--- src/sv/brsc_pkg.sv ---
// Shared types and constants for the byte range to sector command splitter.
// No dependencies; every other file refers to this package by scoped names.
package brsc_pkg;

   // Command action codes.
   localparam logic [2:0] ACT_RD_SCRATCH = 3'd0;
   localparam logic [2:0] ACT_WR_SCRATCH = 3'd1;
   localparam logic [2:0] ACT_RD_RUN     = 3'd2;
   localparam logic [2:0] ACT_WR_RUN     = 3'd3;
   localparam logic [2:0] ACT_STATUS     = 3'd4;

   // Status codes.
   localparam logic [1:0] ST_OK        = 2'd0;
   localparam logic [1:0] ST_INVALID   = 2'd1;
   localparam logic [1:0] ST_READ_ONLY = 2'd2;

   // Register indexes of the configuration port.
   localparam logic [1:0] CSR_SECTOR_SIZE  = 2'd0;
   localparam logic [1:0] CSR_SECTOR_TOTAL = 2'd1;
   localparam logic [1:0] CSR_READ_ONLY    = 2'd2;

   // Widths of the divider operands.
   localparam int DIV_W = 42;
   localparam int SS_W  = 13;

   // Plan of one request, handed from the front to the back.
   typedef struct packed {
      logic [1:0]      status;
      logic            wr;
      logic            head;
      logic            head_only;
      logic            run;
      logic            tail;
      logic [31:0]     first;
      logic [31:0]     lastsec;
      logic [31:0]     run_sec;
      logic [31:0]     run_cnt;
      logic [31:0]     run_boff;
      logic [31:0]     tail_boff;
      logic [SS_W-1:0] skip;
      logic [SS_W-1:0] head_n;
      logic [SS_W-1:0] tail_bytes;
   } desc_type;

endpackage

--- src/sv/brsc_div.sv ---
// Iterative restoring divider, one quotient bit per cycle.
// Depends on brsc_pkg for the operand widths.
module brsc_div (
   input  logic                        clock,
   input  logic                        reset,
   input  logic                        go,
   input  logic [brsc_pkg::DIV_W-1:0]  dividend,
   input  logic [brsc_pkg::SS_W-1:0]   divisor,
   output logic                        done,
   output logic [brsc_pkg::DIV_W-1:0]  quotient,
   output logic [brsc_pkg::SS_W-1:0]   remainder
);

   logic [5:0]                    count_ff, count_in;
   logic                          done_ff, done_in;
   logic [brsc_pkg::DIV_W-1:0]    quo_ff, quo_in;
   logic [brsc_pkg::SS_W-1:0]     rem_ff, rem_in;
   logic [brsc_pkg::SS_W:0]       trial;

   // One shift and trial subtraction per cycle.
   always_comb begin
      trial    = {rem_ff, quo_ff[brsc_pkg::DIV_W-1]};
      count_in = count_ff;
      done_in  = 1'b0;
      quo_in   = quo_ff;
      rem_in   = rem_ff;
      if (go) begin
         count_in = 6'(brsc_pkg::DIV_W);
         quo_in   = dividend;
         rem_in   = '0;
      end else if (count_ff != 6'd0) begin
         count_in = count_ff - 6'd1;
         done_in  = (count_ff == 6'd1);
         if (trial >= {1'b0, divisor}) begin
            rem_in = brsc_pkg::SS_W'(trial - {1'b0, divisor});
            quo_in = {quo_ff[brsc_pkg::DIV_W-2:0], 1'b1};
         end else begin
            rem_in = trial[brsc_pkg::SS_W-1:0];
            quo_in = {quo_ff[brsc_pkg::DIV_W-2:0], 1'b0};
         end
      end
   end

   // Control state is cleared by reset; the datapath is not.
   always_ff @(posedge clock) begin
      if (reset) begin
         count_ff <= '0;
         done_ff  <= 1'b0;
      end else begin
         count_ff <= count_in;
         done_ff  <= done_in;
      end
      quo_ff <= quo_in;
      rem_ff <= rem_in;
   end

   assign done      = done_ff;
   assign quotient  = quo_ff;
   assign remainder = rem_ff;

endmodule

--- src/sv/brsc_front.sv ---
// Front part: accepts a request, checks it and plans its sector commands.
// Depends on brsc_pkg and brsc_div.
module brsc_front #(
   parameter int SCRATCH_BYTES = 512
) (
   input  logic                     clock,
   input  logic                     reset,
   input  logic                     start,
   output logic                     busy,
   input  logic                     req_mode,
   input  logic [40:0]              req_offset,
   input  logic [31:0]              req_length,
   input  logic [12:0]              sec_bytes,
   input  logic [31:0]              sector_total,
   input  logic                     read_only,
   input  logic                     q_full,
   output logic                     q_push,
   output brsc_pkg::desc_type       q_data
);

   typedef enum logic [2:0] {
      S_IDLE, S_CAP, S_CHECK, S_DIV, S_PLAN, S_MUL, S_PUSH
   } state_type;

   state_type          state_ff;
   logic               wr_ff;
   logic [40:0]        off_ff;
   logic [31:0]        len_ff;
   logic [44:0]        cap_ff;
   logic               div_go_ff;
   brsc_pkg::desc_type desc_ff;

   logic [brsc_pkg::DIV_W-1:0] end_byte;
   logic [44:0]                room;
   logic                       done_a, done_b;
   logic [brsc_pkg::DIV_W-1:0] q1, q2;
   logic [brsc_pkg::SS_W-1:0]  r1, r2;

   // Plan terms.
   logic                       head, head_only, ends_in_head, tail, run;
   logic [brsc_pkg::SS_W-1:0]  head_n, tail_bytes;
   logic [32:0]                f_ext, cnt_ext;
   logic [44:0]                run_bytes;

   assign end_byte = brsc_pkg::DIV_W'({1'b0, off_ff}) + brsc_pkg::DIV_W'(len_ff)
                     - brsc_pkg::DIV_W'(1);
   assign room     = cap_ff - 45'(off_ff);

   brsc_div u_div_first (
      .clock, .reset, .go(div_go_ff), .dividend(brsc_pkg::DIV_W'(off_ff)),
      .divisor(sec_bytes), .done(done_a), .quotient(q1), .remainder(r1)
   );

   brsc_div u_div_last (
      .clock, .reset, .go(div_go_ff), .dividend(end_byte),
      .divisor(sec_bytes), .done(done_b), .quotient(q2), .remainder(r2)
   );

   // Head, middle run and tail of the range. A request that starts unaligned
   // and ends in the same sector is covered by the head alone.
   always_comb begin
      head         = (r1 != '0);
      head_only    = (q1 == q2);
      ends_in_head = head && head_only;
      head_n       = head_only ? len_ff[brsc_pkg::SS_W-1:0] : sec_bytes - r1;
      f_ext        = (head && !head_only) ? {1'b0, q1[31:0]} + 33'd1 : {1'b0, q1[31:0]};
      tail_bytes   = r2 + brsc_pkg::SS_W'(1);
      tail         = !ends_in_head && (tail_bytes != sec_bytes);
      run          = !ends_in_head && ((f_ext + {32'd0, tail}) <= {1'b0, q2[31:0]});
      cnt_ext      = {1'b0, q2[31:0]} - f_ext + 33'd1 - {32'd0, tail};
      run_bytes    = 45'(desc_ff.run_cnt) * 45'(sec_bytes);
   end

   // Sequencer over check, divide, plan and hand-off.
   always_ff @(posedge clock) begin
      if (reset) begin
         state_ff  <= S_IDLE;
         div_go_ff <= 1'b0;
      end else begin
         div_go_ff <= 1'b0;
         unique case (state_ff)
            S_IDLE: begin
               if (start) begin
                  wr_ff    <= req_mode;
                  off_ff   <= req_offset;
                  len_ff   <= req_length;
                  state_ff <= S_CAP;
               end
            end
            S_CAP: begin
               cap_ff   <= 45'(sector_total) * 45'(sec_bytes);
               state_ff <= S_CHECK;
            end
            S_CHECK: begin
               desc_ff        <= '0;
               desc_ff.wr     <= wr_ff;
               desc_ff.status <= brsc_pkg::ST_OK;
               state_ff       <= S_PUSH;
               if (len_ff == 32'd0) begin
                  desc_ff.status <= brsc_pkg::ST_INVALID;
               end else if (wr_ff && read_only) begin
                  desc_ff.status <= brsc_pkg::ST_READ_ONLY;
               end else if (sec_bytes == 13'd0 ||
                            sec_bytes > 13'(SCRATCH_BYTES)) begin
                  desc_ff.status <= brsc_pkg::ST_INVALID;
               end else if (45'(off_ff) >= cap_ff || 45'(len_ff) > room) begin
                  desc_ff.status <= brsc_pkg::ST_INVALID;
               end else begin
                  div_go_ff <= 1'b1;
                  state_ff  <= S_DIV;
               end
            end
            S_DIV: begin
               if (done_a && done_b) begin
                  state_ff <= S_PLAN;
               end
            end
            S_PLAN: begin
               desc_ff.head       <= head;
               desc_ff.head_only  <= head_only;
               desc_ff.run        <= run;
               desc_ff.tail       <= tail;
               desc_ff.first      <= q1[31:0];
               desc_ff.lastsec    <= q2[31:0];
               desc_ff.skip       <= r1;
               desc_ff.head_n     <= head_n;
               desc_ff.tail_bytes <= tail_bytes;
               desc_ff.run_sec    <= f_ext[31:0];
               desc_ff.run_cnt    <= cnt_ext[31:0];
               desc_ff.run_boff   <= (head && !head_only) ? 32'(head_n) : 32'd0;
               state_ff           <= S_MUL;
            end
            S_MUL: begin
               desc_ff.tail_boff <= desc_ff.run ? desc_ff.run_boff + run_bytes[31:0]
                                                : desc_ff.run_boff;
               state_ff          <= S_PUSH;
            end
            S_PUSH: begin
               if (!q_full) begin
                  state_ff <= S_IDLE;
               end
            end
            default: state_ff <= S_IDLE;
         endcase
      end
   end

   assign busy   = (state_ff != S_IDLE);
   assign q_push = (state_ff == S_PUSH) && !q_full;
   assign q_data = desc_ff;

   // Both dividers are started together and finish together.
   a_div_lockstep: assert property (@(posedge clock) disable iff (reset)
      done_a == done_b) else $error("dividers out of step");

   // A division only completes while the sequencer waits for it.
   a_div_done_state: assert property (@(posedge clock) disable iff (reset)
      done_a |-> state_ff == S_DIV) else $error("divider done outside wait");

   // An item hand-off returns the front to idle.
   a_push_busy: assert property (@(posedge clock) disable iff (reset)
      q_push |=> !busy) else $error("front stayed busy after hand-off");

endmodule

--- src/sv/brsc_fifo.sv ---
// Two-entry queue of request plans between the front and the back.
// Depends on brsc_pkg for the plan type.
module brsc_fifo (
   input  logic               clock,
   input  logic               reset,
   input  logic               push,
   input  brsc_pkg::desc_type push_data,
   input  logic               pop,
   output brsc_pkg::desc_type pop_data,
   output logic               full,
   output logic               empty
);

   brsc_pkg::desc_type mem_ff [2];
   logic               wr_ptr_ff, rd_ptr_ff;
   logic [1:0]         count_ff;

   // Pointers and fill count.
   always_ff @(posedge clock) begin
      if (reset) begin
         wr_ptr_ff <= 1'b0;
         rd_ptr_ff <= 1'b0;
         count_ff  <= 2'd0;
      end else begin
         if (push) wr_ptr_ff <= ~wr_ptr_ff;
         if (pop)  rd_ptr_ff <= ~rd_ptr_ff;
         count_ff <= count_ff + {1'b0, push} - {1'b0, pop};
      end
      if (push) mem_ff[wr_ptr_ff] <= push_data;
   end

   assign pop_data = mem_ff[rd_ptr_ff];
   assign full     = (count_ff == 2'd2);
   assign empty    = (count_ff == 2'd0);

   // The fill count never passes the depth.
   a_count_range: assert property (@(posedge clock) disable iff (reset)
      count_ff <= 2'd2) else $error("queue count out of range");

   // The pointers differ exactly when the queue is partly filled.
   a_ptr_count: assert property (@(posedge clock) disable iff (reset)
      (wr_ptr_ff != rd_ptr_ff) == (count_ff == 2'd1)) else $error("queue pointers off");

   // Popping an empty queue would be a control slip.
   a_no_underflow: assert property (@(posedge clock) disable iff (reset)
      pop |-> !empty) else $error("queue underflow");

endmodule

--- src/sv/brsc_back.sv ---
// Back part: walks one request plan and emits its sector commands in order.
// Depends on brsc_pkg.
module brsc_back (
   input  logic               clock,
   input  logic               reset,
   input  logic               q_empty,
   input  brsc_pkg::desc_type q_data,
   output logic               q_pop,
   output logic               rsp_valid,
   output logic [2:0]         rsp_action,
   output logic [31:0]        rsp_sector,
   output logic [31:0]        rsp_run_count,
   output logic [31:0]        rsp_buffer_offset,
   output logic [8:0]         rsp_scratch_offset,
   output logic [9:0]         rsp_copy_length,
   output logic [1:0]         rsp_status,
   output logic               rsp_last
);

   logic               active_ff;
   logic [1:0]         err_ff;
   logic [4:0]         mask_ff;
   brsc_pkg::desc_type desc_ff;
   logic [4:0]         mask_load;
   logic [4:0]         pick;

   logic               valid_ff;
   logic [2:0]         action_ff;
   logic [31:0]        sector_ff, count_ff, boff_ff;
   logic [8:0]         soff_ff;
   logic [9:0]         clen_ff;
   logic [1:0]         status_ff;
   logic               last_ff;

   // Commands present in a plan: head read, head write, run, tail read, tail write.
   always_comb begin
      mask_load[0] = q_data.head;
      mask_load[1] = q_data.head && q_data.wr;
      mask_load[2] = q_data.run;
      mask_load[3] = q_data.tail;
      mask_load[4] = q_data.tail && q_data.wr;
      pick = mask_ff & (~mask_ff + 5'd1);
   end

   assign q_pop = !active_ff && !q_empty;

   // Load a plan, then emit one command per cycle.
   always_ff @(posedge clock) begin
      if (reset) begin
         active_ff <= 1'b0;
         valid_ff  <= 1'b0;
      end else begin
         valid_ff <= 1'b0;
         if (q_pop) begin
            active_ff <= 1'b1;
            desc_ff   <= q_data;
            mask_ff   <= mask_load;
            if (q_data.status != brsc_pkg::ST_OK) begin
               err_ff <= q_data.status;
            end else if (mask_load == 5'd0) begin
               err_ff <= brsc_pkg::ST_INVALID;
            end else begin
               err_ff <= brsc_pkg::ST_OK;
            end
         end else if (active_ff) begin
            valid_ff  <= 1'b1;
            sector_ff <= 32'd0;
            count_ff  <= 32'd1;
            boff_ff   <= 32'd0;
            soff_ff   <= 9'd0;
            clen_ff   <= 10'd0;
            status_ff <= brsc_pkg::ST_OK;
            mask_ff   <= mask_ff & ~pick;
            last_ff   <= (mask_ff & ~pick) == 5'd0;
            active_ff <= (mask_ff & ~pick) != 5'd0;
            if (err_ff != brsc_pkg::ST_OK) begin
               action_ff <= brsc_pkg::ACT_STATUS;
               count_ff  <= 32'd0;
               status_ff <= err_ff;
               last_ff   <= 1'b1;
               active_ff <= 1'b0;
            end else begin
               priority if (pick[0]) begin
                  action_ff <= brsc_pkg::ACT_RD_SCRATCH;
                  sector_ff <= desc_ff.first;
                  if (!desc_ff.wr) begin
                     soff_ff <= desc_ff.skip[8:0];
                     clen_ff <= desc_ff.head_n[9:0];
                  end
               end else if (pick[1]) begin
                  action_ff <= brsc_pkg::ACT_WR_SCRATCH;
                  sector_ff <= desc_ff.first;
                  soff_ff   <= desc_ff.skip[8:0];
                  clen_ff   <= desc_ff.head_n[9:0];
               end else if (pick[2]) begin
                  action_ff <= desc_ff.wr ? brsc_pkg::ACT_WR_RUN : brsc_pkg::ACT_RD_RUN;
                  sector_ff <= desc_ff.run_sec;
                  count_ff  <= desc_ff.run_cnt;
                  boff_ff   <= desc_ff.run_boff;
               end else if (pick[3]) begin
                  action_ff <= brsc_pkg::ACT_RD_SCRATCH;
                  sector_ff <= desc_ff.lastsec;
                  if (!desc_ff.wr) begin
                     boff_ff <= desc_ff.tail_boff;
                     clen_ff <= desc_ff.tail_bytes[9:0];
                  end
               end else begin
                  action_ff <= brsc_pkg::ACT_WR_SCRATCH;
                  sector_ff <= desc_ff.lastsec;
                  boff_ff   <= desc_ff.tail_boff;
                  clen_ff   <= desc_ff.tail_bytes[9:0];
               end
            end
         end
      end
   end

   assign rsp_valid          = valid_ff;
   assign rsp_action         = action_ff;
   assign rsp_sector         = sector_ff;
   assign rsp_run_count      = count_ff;
   assign rsp_buffer_offset  = boff_ff;
   assign rsp_scratch_offset = soff_ff;
   assign rsp_copy_length    = clen_ff;
   assign rsp_status         = status_ff;
   assign rsp_last           = last_ff;

   // A status-only result always closes its request.
   a_status_last: assert property (@(posedge clock) disable iff (reset)
      rsp_valid && rsp_action == brsc_pkg::ACT_STATUS |-> rsp_last)
      else $error("status result not last");

   // The final command of a request leaves the walker idle.
   a_last_idle: assert property (@(posedge clock) disable iff (reset)
      rsp_valid && rsp_last |-> !active_ff) else $error("walker active after last");

   // Scratch commands cover exactly one sector.
   a_scratch_one: assert property (@(posedge clock) disable iff (reset)
      rsp_valid && (rsp_action == brsc_pkg::ACT_RD_SCRATCH ||
                    rsp_action == brsc_pkg::ACT_WR_SCRATCH) |-> rsp_run_count == 32'd1)
      else $error("scratch command count not one");

endmodule

--- src/sv/byte_range_to_sector_commands_top.sv ---
// Top level of the byte range to sector command splitter.
// Depends on brsc_pkg, brsc_front, brsc_fifo and brsc_back.
//
// Usage:
//   A request (req_mode, req_offset, req_length) is taken at a rising edge
//   with start high and busy low. The block answers with one to five
//   sector commands on the rsp_ ports, each shown for one cycle with
//   rsp_valid high; rsp_last marks the final command of the request. A
//   rejected request gives a single status-only command.
//   Registers are written through csr_we, csr_index and csr_wdata; the user
//   must write them only while the block is idle, which the block does not
//   enforce: index 0 sector size, 1 sector total, 2 read-only.
//   A valid request keeps the front busy after it is taken through the
//   capacity and validity checks, the start of the two 42-step dividers
//   that run side by side, the division steps, seeing them finish, planning
//   and the hand-off, which waits while the queue is full. A rejected
//   request keeps it busy through the checks and the hand-off only. The
//   back, once idle, loads the plan from the queue and then emits one
//   command per cycle. The front takes a new request only after handing off
//   the last; the two-entry queue lets it work while the back emits.
//   Reset clears all control state and loads the register reset values.
//   The receiver cannot stall; results must be taken as shown.
module byte_range_to_sector_commands_top #(
   parameter int SCRATCH_BYTES = 512
) (
   input  logic        clock,
   input  logic        reset,
   input  logic        start,
   output logic        busy,
   input  logic        req_mode,
   input  logic [40:0] req_offset,
   input  logic [31:0] req_length,
   output logic        rsp_valid,
   output logic [2:0]  rsp_action,
   output logic [31:0] rsp_sector,
   output logic [31:0] rsp_run_count,
   output logic [31:0] rsp_buffer_offset,
   output logic [8:0]  rsp_scratch_offset,
   output logic [9:0]  rsp_copy_length,
   output logic [1:0]  rsp_status,
   output logic        rsp_last,
   input  logic        csr_we,
   input  logic [1:0]  csr_index,
   input  logic [31:0] csr_wdata
);

   logic [12:0]        sec_bytes_ff;
   logic [31:0]        sector_total_ff;
   logic               read_only_ff;
   logic               q_full, q_empty, q_push, q_pop;
   brsc_pkg::desc_type q_in, q_out;

   // Configuration registers.
   always_ff @(posedge clock) begin
      if (reset) begin
         sec_bytes_ff    <= 13'd512;
         sector_total_ff <= 32'd0;
         read_only_ff    <= 1'b0;
      end else if (csr_we) begin
         unique case (csr_index)
            brsc_pkg::CSR_SECTOR_SIZE:  sec_bytes_ff    <= csr_wdata[12:0];
            brsc_pkg::CSR_SECTOR_TOTAL: sector_total_ff <= csr_wdata;
            brsc_pkg::CSR_READ_ONLY:    read_only_ff    <= csr_wdata[0];
            default: ;
         endcase
      end
   end

   brsc_front #(.SCRATCH_BYTES(SCRATCH_BYTES)) u_front (
      .clock, .reset, .start, .busy, .req_mode, .req_offset, .req_length,
      .sec_bytes(sec_bytes_ff), .sector_total(sector_total_ff),
      .read_only(read_only_ff), .q_full, .q_push, .q_data(q_in)
   );

   brsc_fifo u_fifo (
      .clock, .reset, .push(q_push), .push_data(q_in), .pop(q_pop),
      .pop_data(q_out), .full(q_full), .empty(q_empty)
   );

   brsc_back u_back (
      .clock, .reset, .q_empty, .q_data(q_out), .q_pop, .rsp_valid, .rsp_action,
      .rsp_sector, .rsp_run_count, .rsp_buffer_offset, .rsp_scratch_offset,
      .rsp_copy_length, .rsp_status, .rsp_last
   );

endmodule
--- config.mk ---
export PLATFORM = sky130hd
export DESIGN_NAME = byte_range_to_sector_commands_top
export DESIGN_NICKNAME = d
export VERILOG_FILES = /design/src/sv/brsc_pkg.sv /design/src/sv/brsc_div.sv /design/src/sv/brsc_front.sv /design/src/sv/brsc_fifo.sv /design/src/sv/brsc_back.sv /design/src/sv/byte_range_to_sector_commands_top.sv
export SDC_FILE = /design/constraint.sdc
export NUM_CORES = 2
export LEC_CHECK = 0
export ABC_AREA = 1
export BUFFER_PORTS_ARGS = -buffer_cell sky130_fd_sc_hd__buf_2
export CELL_PAD_IN_SITES_DETAIL_PLACEMENT = 0
export CELL_PAD_IN_SITES_GLOBAL_PLACEMENT = 1
export CORE_ASPECT_RATIO = 0.7
export CORE_MARGIN = 2
export CORE_UTILIZATION = 50
export DETAILED_ROUTE_END_ITERATION = 16
export PLACE_DENSITY = 0.88
export SYNTH_ARGS = -nofsm -noshare
export SYNTH_HDL_FRONTEND = slang
export SYNTH_SLANG_ARGS = --single-unit
--- constraint.sdc ---
create_clock -name clock -period 17 [get_ports clock]
set_input_delay 5.1 -clock clock [delete_from_list [all_inputs] [get_ports clock]]
set_output_delay 5.1 -clock clock [all_outputs]
set_load 0.05 [all_outputs]
==> impl_metrics.yaml <==
synthesis:
  ys_types: 66
  synthCells: 9142
  syn_area_um2: 84300
  synth_fp_nets: 10341
  synthArstFlopShare: 0
  ys_seq_elements: 1255
  synth_edf_count: 1157
  syn_area_per_cell_um2: 9.22
  synthFlopType: "edfxtp_1"
  yosys_warnings: 0
  ys_seq_area_frac: 0.436
clock_tree:
  clk_pin_slew_ns: 0.07
  hold_buffers: 0
  cts_tree: "built"
  cts_resized: 0
  clockBufferDepth: 3
  cts_inserted_buffers: 114
  cts_sinks: 1255
  cts-htree-levels: 3
  clk_latency_ns: 0.81
  cts.root.buffer_cell: "clkbuf_16"
  postCtsSetupBuffers: 0
timing:
  fmax_mhz: 134
  setup_viol: 0
  max_slew.worst_pin.slew_ns: 1.17
  period_minus_slack_ns: 7.45
  drv_slew: 0
  tns_ns: 0
  rsz0062_at_grt: "false"
  finalHoldViolations: 0
  relSlewSlack: 0.222
  holdWs_ns: 0.417
  skew_ns: 0.0833
  period_share: 0.438
finish:
  drive_gt1_frac: 0.0629
  regArea_um2: 36700
  nets: 10459
  fill_cells: 14811
  syn_to_final_growth_pct: 8.69
  multi_input_area_um2: 40000
global_routing:
  grt_pass1_wl_um: 363000
  use_met2: 0.410
  grt_start_max_net_pins: 147
  grt_pass1_vias: 60093
  track_usage: 0.278
  overflow: 0
  top_usage_layer: "met1"
  antenna_found_initial: 10
  grtUsageMet3: 0.0497
  use_met1: 0.424
placement:
  portBuffers: 234
  place_congestion: 0.987
  dpl.hpwl_um: 183000
min_path:
  worstHoldPathCells: 0
  min_from: "u_front.q_data[44]$_SDFFCE_PP0P_"
  whs_endpoint: "u_fifo.mem_ff[1][44]$_DFFE_PP_"
  hp-class: "flop to flop"
route:
  vias: 62234
  first_iter_violations: 5967
  wire_per_inst_um: 20.5
  post-route-drc-count: 0
  drt_pass1_iterations: 8
  via_per_inst: 5.36
  ant_nets: 0
  wl_um: 238000
die:
  rows: 126
  io_pins: 235
  dieArea_um2: 172000
  start_util: 0.502
  die_y_um: 347
  core_um2: 168000
  die_x_um: 495
critical_path:
  rrSetupSlack_ns: 9.96
  worstPathArrival_ns: 7.82
  timing.rr.start: "sec_bytes_ff[1]$_SDFFE_PP0P_"
  reg2reg_depth: 30
  crit_fanout: 83
  critPathCaptureType: "flop"
  critPathKind: "input port to flop"
  critPathLaunchType: "input port"
  required_ns: 17.37
  rr_endpoint: "u_front.q_data[130]$_SDFFCE_PN0P_"
job:
  drv_cap: 0
pwr:
  finalPower_mw: 14.5
  leakagePower_nw: 41.7
  ir_worst_vdd_v: 0.000112
  power.density_nw_per_um2: 158
status:
  status: "finished clean"
-- registers in the layout, summed over array words and instances, names as in the netlist, 32 cells and up, named ones only --
signal and flops:
u_fifo.mem_ff 416, u_back.rsp_run_count 32, u_front.q_data 208, u_back.desc_ff 203, u_back.rsp_buffer_offset 32, u_front.len_ff 32
sector_total_ff 32, u_front.u_div_last.quotient 42, u_front.u_div_first.quotient 42, u_back.rsp_sector 32, u_front.off_ff 41, u_front.cap_ff 45
-- layout by cell type (no fill, tap or decap), drive strengths merged, types with 4 or more instances in the layout --
cell type,instances
a221oi,5
o211ai,7
nor2,694
o22ai,4
bufinv,13
fa,603
a21o,7
clkinvlp,4
nor4,30
o21a,28
a21oi,404
clkinv,63
edfxtp,1157
or2,21
o2111ai,10
a31oi,50
xnor2,83
a211oi,9
diode,7
nand3,191
ha,484
o221ai,6
nor3,80
nand4,65
nand3b,5
xor2,167
nand2,2439
a21boi,10
and3,4
o31ai,5
inv,1738
o21ai,394
dfxtp,98
clkbuf,138
buf,293
o21bai,22
-- critical path: stages --
cell	delay, ns
buf_2	0.09
buf_4	0.24
a21oi_4	0.41
buf_4	0.88
buf_4	0.91
-- worst max path at each step --
stage                     start                                 to  depth (start not counted)
after global placement    reset  u_front.q_data[224]$_SDFFCE_PN0P_                          5
final                     reset  u_front.q_data[221]$_SDFFCE_PN0P_                          5
after detailed placement  reset  u_front.q_data[229]$_SDFFCE_PN0P_                          5
after CTS                 reset  u_front.q_data[221]$_SDFFCE_PN0P_                          5
after floorplan           reset        u_back.desc_ff[0]$_DFFE_PP_                          2
after global routing      reset  u_front.q_data[221]$_SDFFCE_PN0P_                          5
-- cell families after synthesis --
kind of cell	after synthesis	synth area share
AO/OA/AOI/OAI	983	0.0644
XOR/XNOR	250	0.0260
adder cells (fa/ha/maj)	1087	0.215
buffers and inverters	2031	0.0911
flip-flops	1255	0.436
multiplexers	1	0.000119
AND/OR/NAND/NOR	3535	0.168
-- layer usage --
metal | vias up | routed length, um
li1 | 29190 | -
met1 | 30346 | 109000
met2 | 2409 | 102000
met3 | 283 | 21100
met4 | 6 | 5590
met5 | - | 42
-- power by group --
part / internal, mW / switching [mW]
clock network: 1.46 / 1.19
logic: 2.21 / 4.93
registers: 4.18 / 0.528
total: 7.86 / 6.65
-- metrics by stage --
step           instances  area (um2)   util  setup WS [ns]
2_1_floorplan       9142       84300      -           2.34
3_3_place_gp       11384       87700  0.522           8.88
3_5_place_dp       11384       87700  0.522           8.82
4_1_cts            11600       91600  0.545           9.61
5_1_grt            11601       91600  0.545           9.41
6_report           11607       91600  0.545           9.55
-- final cells by class --
| cell class | count | area share |
|---|---|---|
| Multi-Input combinational cell | 5856 | 0.436 |
| Clock buffer | 138 | 0.0324 |
| Timing Repair Buffer | 293 | 0.0179 |
| Antenna cell | 7 | 0.000191 |
| Inverter | 1740 | 0.0714 |
| Clock inverter | 78 | 0.0101 |
| Tap cell | 2240 | 0.0306 |
| Sequential cell | 1255 | 0.401 |
-- synth_stat cells, types with 14 or more instances --
| cell type | instances | area share |
|---|---|---|
| buf_1 | 42 | 0.0019 |
| nor3_1 | 77 | 0.0046 |
| inv_2 | 17 | 0.00076 |
| ha_1 | 484 | 0.072 |
| o21ai_0 | 370 | 0.022 |
| o21ai_1 | 14 | 0.00083 |
| xor2_1 | 167 | 0.017 |
| o21a_1 | 27 | 0.0024 |
| nand4_1 | 65 | 0.0048 |
| nand2_1 | 2425 | 0.11 |
| fa_1 | 603 | 0.14 |
| nor2_1 | 674 | 0.030 |
| edfxtp_1 | 1157 | 0.41 |
| nor4_1 | 28 | 0.0021 |
| dfxtp_1 | 98 | 0.023 |
| xnor2_1 | 83 | 0.0086 |
| inv_1 | 1720 | 0.077 |
| nand3_1 | 189 | 0.011 |
| o21bai_1 | 22 | 0.0020 |
| a21oi_1 | 403 | 0.024 |
| clkbuf_1 | 242 | 0.011 |
| or2_2 | 21 | 0.0016 |
| a31oi_1 | 50 | 0.0037 |
Power figures use the tool's default switching activity.
